### config.mk
export PLATFORM = sky130hd
export DESIGN_NAME = touch_scan_baseline_detector
export DESIGN_NICKNAME = d
export VERILOG_FILES = /design/src/rtl/tsbd_pkg.sv /design/src/rtl/touch_scan_baseline_detector.sv
export SDC_FILE = /design/constraint.sdc
export NUM_CORES = 2
export LEC_CHECK = 0
export BUFFER_PORTS_ARGS = -buffer_cell sky130_fd_sc_hd__buf_2
export CORE_UTILIZATION = 53
export DETAILED_ROUTE_END_ITERATION = 12
export PLACE_DENSITY = 0.78
export SYNTH_ARGS = -nofsm -noshare
export SYNTH_HDL_FRONTEND = slang
export SYNTH_SLANG_ARGS = --single-unit
### constraint.sdc
create_clock -name clock -period 8.1 [get_ports clock]
set_input_delay 0.405 -clock clock [delete_from_list [all_inputs] [get_ports clock]]
set_output_delay 0.405 -clock clock [all_outputs]
set_load 0.05 [all_outputs]
### src/rtl/tsbd_pkg.sv
`timescale 1ns / 1ps
// ----------------------------------------------------------------------------
// Touch scan baseline detector package
// Shared widths, field codes and parameter defaults for the touch qualifier.
// ----------------------------------------------------------------------------
package tsbd_pkg;

   localparam int CHANNELS_DEF    = 5;
   localparam int WINDOW_SIZE_DEF = 8;

   localparam int RISE_W   = 16;
   localparam int CAL_W    = 3;
   localparam int THRESH_W = 16;

   // Packed beat widths, padded to whole bytes.
   localparam int REQ_DATA_W = 24;
   localparam int RSP_DATA_W = 8;

   localparam logic [THRESH_W-1:0] THRESHOLD_RESET = 16'd15;

   // Codes carried in req_tuser.
   localparam logic KIND_CAL  = 1'b0;
   localparam logic KIND_SCAN = 1'b1;

endpackage

### src/rtl/touch_scan_baseline_detector.sv
`timescale 1ns / 1ps
// ----------------------------------------------------------------------------
// Touch scan baseline detector
// Multi-channel capacitive touch qualifier with a moving-average baseline.
// ----------------------------------------------------------------------------
// The block takes one beat per clock while the result side is not stalled
// and returns exactly one result beat for each: the request goes into an
// input register, the channel update and the touch decision are made in one
// pass, and the result lands in an output register.
// Each channel keeps its sample window as a shift line with a running sum and
// a registered baseline, so a window update costs one add, one subtract and
// one constant multiply for the divide by the window size. Calibration beats
// (tuser = 0) push a sample into the named channel; scan beats (tuser = 1)
// test the channel under the round-robin pointer. Channel state comes out of
// reset cleared and the threshold resets to 15, so the block is usable right
// after reset. The csr port, which is always ready, writes the threshold.
// ----------------------------------------------------------------------------
module touch_scan_baseline_detector #(
   parameter int CHANNELS    = tsbd_pkg::CHANNELS_DEF,
   parameter int WINDOW_SIZE = tsbd_pkg::WINDOW_SIZE_DEF
) (
   input  logic                            clock,
   input  logic                            reset,
   // Request: tdata = cal_channel[2:0], charge_time[18:3], zero pad; tuser = kind.
   input  logic                            req_tvalid,
   output logic                            req_tready,
   input  logic [tsbd_pkg::REQ_DATA_W-1:0] req_tdata,
   input  logic                            req_tuser,
   // Response: tdata = pressed_channel[2:0], zero pad; tuser = press_event.
   output logic                            rsp_tvalid,
   input  logic                            rsp_tready,
   output logic [tsbd_pkg::RSP_DATA_W-1:0] rsp_tdata,
   output logic                            rsp_tuser,
   // Threshold write.
   input  logic                            csr_valid,
   output logic                            csr_ready,
   input  logic [tsbd_pkg::THRESH_W-1:0]   csr_wdata
);

   import tsbd_pkg::*;

   localparam int CH_W      = (CHANNELS > 1) ? $clog2(CHANNELS) : 1;
   localparam int WIN_L     = $clog2(WINDOW_SIZE);
   localparam int SUM_W     = RISE_W + WIN_L;
   localparam int MULT_W    = SUM_W + 1;
   localparam int PROD_W    = SUM_W + MULT_W;
   localparam int DIV_SHIFT = SUM_W + WIN_L;
   // Reciprocal of the window size; exact for every sum below 2**SUM_W.
   localparam logic [MULT_W-1:0] DIV_MULT =
      MULT_W'((2 ** DIV_SHIFT + WINDOW_SIZE - 1) / WINDOW_SIZE);
   localparam logic [CH_W-1:0] LAST_CH = CH_W'(CHANNELS - 1);

   // Input register.
   logic                s1_valid_ff, s1_valid_in;
   logic                s1_kind_ff;
   logic [CAL_W-1:0]    s1_cal_ff;
   logic [RISE_W-1:0]   s1_rise_ff;

   // Output register.
   logic                rsp_valid_ff, rsp_valid_in;
   logic                rsp_event_ff;
   logic [CAL_W-1:0]    rsp_chan_ff;

   // Channel state.
   logic [RISE_W-1:0]   win_ff  [CHANNELS][WINDOW_SIZE];
   logic [RISE_W-1:0]   win_in  [CHANNELS][WINDOW_SIZE];
   logic [SUM_W-1:0]    sum_ff  [CHANNELS];
   logic [SUM_W-1:0]    sum_in  [CHANNELS];
   logic [RISE_W-1:0]   base_ff [CHANNELS];
   logic [RISE_W-1:0]   base_in [CHANNELS];
   logic [CHANNELS-1:0] pressed_ff, pressed_in;
   logic [CH_W-1:0]     ptr_ff, ptr_in;
   logic [THRESH_W-1:0] thresh_ff, thresh_in;

   logic                advance;
   logic                req_fire;
   logic                is_scan;
   logic                cal_ok;
   logic [CH_W-1:0]     ch;
   logic [RISE_W-1:0]   diff;
   logic [RISE_W:0]     mag;
   logic                over;
   logic                press;
   logic                push;
   logic [SUM_W-1:0]    sum_new;
   logic [PROD_W-1:0]   prod;
   logic [RISE_W-1:0]   base_new;
   logic [RISE_W-1:0]   oldest [CHANNELS];

   // A beat leaves the input register when the output register is free or
   // is being emptied in the same cycle.
   assign advance    = s1_valid_ff && (!rsp_valid_ff || rsp_tready);
   assign req_tready = !s1_valid_ff || advance;
   assign req_fire   = req_tvalid && req_tready;

   assign csr_ready  = 1'b1;
   assign thresh_in  = csr_valid ? csr_wdata : thresh_ff;

   assign rsp_tvalid = rsp_valid_ff;
   assign rsp_tuser  = rsp_event_ff;
   assign rsp_tdata  = RSP_DATA_W'(rsp_chan_ff);

   assign s1_valid_in  = req_fire ? 1'b1 : (advance ? 1'b0 : s1_valid_ff);
   assign rsp_valid_in = advance ? 1'b1 : (rsp_tready ? 1'b0 : rsp_valid_ff);

   for (genvar c = 0; c < CHANNELS; c++) begin : g_tap
      assign oldest[c] = win_ff[c][0];
   end

   always_comb begin
      is_scan  = (s1_kind_ff == KIND_SCAN);
      cal_ok   = (32'(s1_cal_ff) < 32'(CHANNELS));
      ch       = is_scan ? ptr_ff : CH_W'(s1_cal_ff);

      // Wrapped 16-bit difference, magnitude in 0..32768.
      diff     = s1_rise_ff - base_ff[ch];
      mag      = diff[RISE_W-1] ? ((RISE_W+1)'(1) << RISE_W) - {1'b0, diff}
                                : {1'b0, diff};
      over     = (mag > {1'b0, thresh_ff});
      press    = is_scan && over && !pressed_ff[ch];
      push     = is_scan ? !over : cal_ok;

      sum_new  = sum_ff[ch] - SUM_W'(oldest[ch]) + SUM_W'(s1_rise_ff);
      prod     = PROD_W'(sum_new) * PROD_W'(DIV_MULT);
      base_new = prod[DIV_SHIFT +: RISE_W];

      win_in     = win_ff;
      sum_in     = sum_ff;
      base_in    = base_ff;
      pressed_in = pressed_ff;
      ptr_in     = ptr_ff;

      if (advance) begin
         if (push) begin
            for (int i = 0; i < WINDOW_SIZE - 1; i++) begin
               win_in[ch][i] = win_ff[ch][i+1];
            end
            win_in[ch][WINDOW_SIZE-1] = s1_rise_ff;
            sum_in[ch]  = sum_new;
            base_in[ch] = base_new;
         end
         if (is_scan) begin
            if (press) begin
               pressed_in[ch] = 1'b1;
            end else if (!over) begin
               pressed_in[ch] = 1'b0;
            end
            // The pointer stays on a channel that has just been pressed.
            if (!press) begin
               ptr_in = (ptr_ff == LAST_CH) ? '0 : ptr_ff + CH_W'(1);
            end
         end
      end
   end

   always_ff @(posedge clock) begin
      if (reset) begin
         s1_valid_ff  <= 1'b0;
         rsp_valid_ff <= 1'b0;
         pressed_ff   <= '0;
         ptr_ff       <= '0;
         thresh_ff    <= THRESHOLD_RESET;
         for (int c = 0; c < CHANNELS; c++) begin
            sum_ff[c]  <= '0;
            base_ff[c] <= '0;
            for (int i = 0; i < WINDOW_SIZE; i++) begin
               win_ff[c][i] <= '0;
            end
         end
      end else begin
         s1_valid_ff  <= s1_valid_in;
         rsp_valid_ff <= rsp_valid_in;
         pressed_ff   <= pressed_in;
         ptr_ff       <= ptr_in;
         thresh_ff    <= thresh_in;
         sum_ff       <= sum_in;
         base_ff      <= base_in;
         win_ff       <= win_in;
      end
   end

   always_ff @(posedge clock) begin
      if (req_fire) begin
         s1_kind_ff <= req_tuser;
         s1_cal_ff  <= req_tdata[CAL_W-1:0];
         s1_rise_ff <= req_tdata[CAL_W +: RISE_W];
      end
      if (advance) begin
         rsp_event_ff <= press;
         rsp_chan_ff  <= CAL_W'(ptr_ff);
      end
   end

endmodule

==> metrics <==
Yosys cell types 73; Layout Utilization 0.602; Rel. slew slack 0.183; die width 256 um; H-tree Lvls 3; Max FO, Critical Path 56; DPL Wire Length between 50000 and 60000 um; Total Die Area 65500 sq um; nature of the critical path endpoint flop; slowest cell on the critical path buf_4; clock network power share 0.423; Final Cycle Share 0.920; clk slew on worst S/H paths 60 ps; final WL between 100000 and 150000 um; peak supply drop approximately 0.00020 V; non-filler cells, final 5116; row count between 90 and 100; I/O pin cnt 58; Worst Hold Path Cells 3; Nets about 4.3k; Hold Crit Start csr_wdata[15]; DR iter-0 viols a little under 4k; sequential power share 0.446; overall routing resource usage 0.301; global-route wire length before repair approximately 160000 um; Avg Cell Area, Syn 7.89 sq um; leak pwr between 0.01 and 0.015 uW; Crit path buffers/inverters 4; Hold Path Sink thresh_ff[15]; Cell Area, Placed 35100 sq um; Residual DRC 0; share of layout cells above drive strength 1 0.0698; MaxCap Viol Count 0; required time of the worst setup path 8650 ps; most frequent CP cell a21oi_1; grt ovf 0; Sw Ratio 0.270; initial antenna violation count 0; cell class contributing the biggest share of worst-path delay simple AND/OR/NAND/NOR gates; cell taking the most area after synthesis dfxtp_1; FF-to-FF setup slack around 650 ps; Num Clock Sinks between 700 and 800; P per Cell Area around 240 nW/um^2; CP Launch Type flop; drt via density ~6; Async S/R FF share, synth 0; post-CTS sizing 0; largest net degree at the start of global routing ~250; final instance area between 30000 and 40000 sq um; DRT Pass-1 Iters 8; Fin Hold WS ~11 ps; Yosys top cell area share 0.446; die height around 260 um; Post-synth EDFFs 24; CTS tree done; Final Wtd Congestion about 0.90; final setup vio count 0; sw power 2480 uW; mapped cell area around 34000 sq um; WP depth 29; clk_lat worst skew 650 ps; DP Cell Count ~4.9k; total number of yosys warnings 0; Yosys reg bits approximately 800; Worst Reg-to-Reg Cells 29; initial core utilization 0.539; CP max stage delay approximately 730 ps; cts bufs inserted 79; vias in the first global route 29.2k; Synth Instances between 4k and 5k; P_int between 6000 and 7000 uW; Post-synth top flop dfxtp_1; CTS Root Buffer Type clkbuf_16; Final Slew Violations 0; status complete, no violations; IO buf count 46; CTS Buffer Depth 3; reg2reg end win_ff[10]; logic gate share of total power 0.132; Std-Cell Core Area about 63000 sq um; FMAX about 130 MHz; Min-Delay Path Class in2reg; WP data arrival roughly 8000 ps; Setup TNS 0 ps; Routed Antenna Nets 0; Reg2Reg Launch Point is_scan; Final Skew approximately 39 ps; sequential share of the synthesized area 0.467; P&R area growth vs syn 11.6%; RSZ-0062 raised after global routing false; vias roughly 31k; Area contributors post-synth dfxtp_1 45%, nor2_1 11%, a21oi_1 5.3%; CP Class reg2reg; Worst Max-Slew Pin Slew 1210 ps; Routed WL per cell between 15 and 20 um; Final Hold Fails 0; post-route minimum period approximately 7500 ps
[layer usage]
metal | share of wire | routed length, um | track usage | vias to the layer above
li1 | - | - | - | 14728
met1 | 0.41 | 41400 | 0.401 | 14774
met2 | 0.46 | 47200 | 0.495 | 1526
met3 | 0.095 | 9690 | 0.0472 | 255
met4 | 0.032 | 3290 | 0.107 | 0
met5 | 0 | 0 | 0 | -
[final cells by class]
cell class,count,area (sq um)
antenna,1,2.50
clock buffer,108,2290
clock inverter,32,475
fill,5450,25300
inverter,76,285
multi-input combinational,3107,16500
sequential,785,16000
tap,846,1060
timing repair buffer,161,1580
[cells in the mapped netlist, drive strengths merged, types with 5 or more instances]
master,instances
and3,5
a31oi,6
dfxtp,761
clkbuf,197
nand2,483
o21a,10
a22oi,123
nand4,5
nor3,364
o22ai,50
o211ai,8
a211oi,231
nor2b,6
nor4,5
xnor2,32
o21ai,129
a21o,15
o31ai,6
ha,53
buf,172
a221oi,19
xor2,11
mux2i,24
a21oi,363
fa,17
a222oi,20
edfxtp,24
a32oi,46
inv,75
a31o,7
nand3,34
nor2,994
[worst max path at each step]
stage,to,from,slack (ps)
global route,win_ff[34],is_scan,140
finish,win_ff[10],is_scan,650
floorplan,sum_ff[77],is_scan,1630
detailed placement,sum_ff[5],is_scan,490
CTS,sum_ff[5],is_scan,420
global placement,win_ff[4],is_scan,650
[cell usage in the layout, fill, tap and decap left out, types with 12 or more instances in the layout]
cell type	instances
nor2_1	984
a222oi_1	20
a32oi_1	46
xnor2_1	29
fa_1	17
o21ai_0	124
buf_2	45
a21o_1	15
clkbuf_16	80
inv_1	75
edfxtp_1	24
dfxtp_1	761
nand2_1	483
nor3_1	363
dlygate4sd3_1	29
a22oi_1	122
a21oi_1	363
ha_1	53
clkbuf_8	18
buf_4	54
buf_12	32
o22ai_1	50
clkinv_2	12
mux2i_1	21
a211oi_1	231
nand3_1	29
a221oi_1	19
[what timing repair did]
action | CTS | global route
buffers inserted | 0 | 6
endpoints found under the hold margin | 29 | 0
endpoints found under the setup margin | 0 | 128
hold buffers | 29 | 0
[sequential cells by signal, summed over array words and instances (netlist names), named ones only]
name / count
rsp_tvalid: 1
win_ff: 560
rsp_tuser: 1
sum_ff: 95
s1_valid_ff: 1
thresh_ff: 16
s1_rise_ff: 16
s1_cal_ff: 3
rsp_chan_ff: 3
ptr_ff: 3
oldest: 80
is_scan: 1
[power by group through the flow]
stage | Clock (uW) | Sequential (uW) | Combinational [uW]
CTS | 3910 | 4090 | 1180
detailed placement | 0 | 4170 | 1160
finish | 3880 | 4090 | 1210
global route | 4070 | 4100 | 1310
global placement | 0 | 4170 | 1140
floorplan | 0 | 4150 | 842
[kinds of logic (layout without fill, tap and decap cells)]
kind of cell	count (synthesis)	after routing	share of synthesized area
adder cells (fa/ha/maj)	70	70	0.0293
multiplexers	28	28	0.00904
AND/OR/NAND/NOR	1912	1912	0.229
flip-flops	785	785	0.467
other	2	7	0.000220
XOR/XNOR	43	43	0.0122
buffers and inverters	445	377	0.0554
AO/OA/AOI/OAI	1048	1048	0.198
[metrics by stage]
step	setup WS [ps]	total power, uW
after floorplan	1630	4990
after global routing	136	9480
after CTS	416	9170
after detailed placement	491	5330
after global placement	650	5310
final	647	9180
[worst min-delay path, cell delays in order]
cell	delay (ps)
buf_2	80
mux2i_1	60
nor2_1	80
Power figures use the tool's default switching activity.
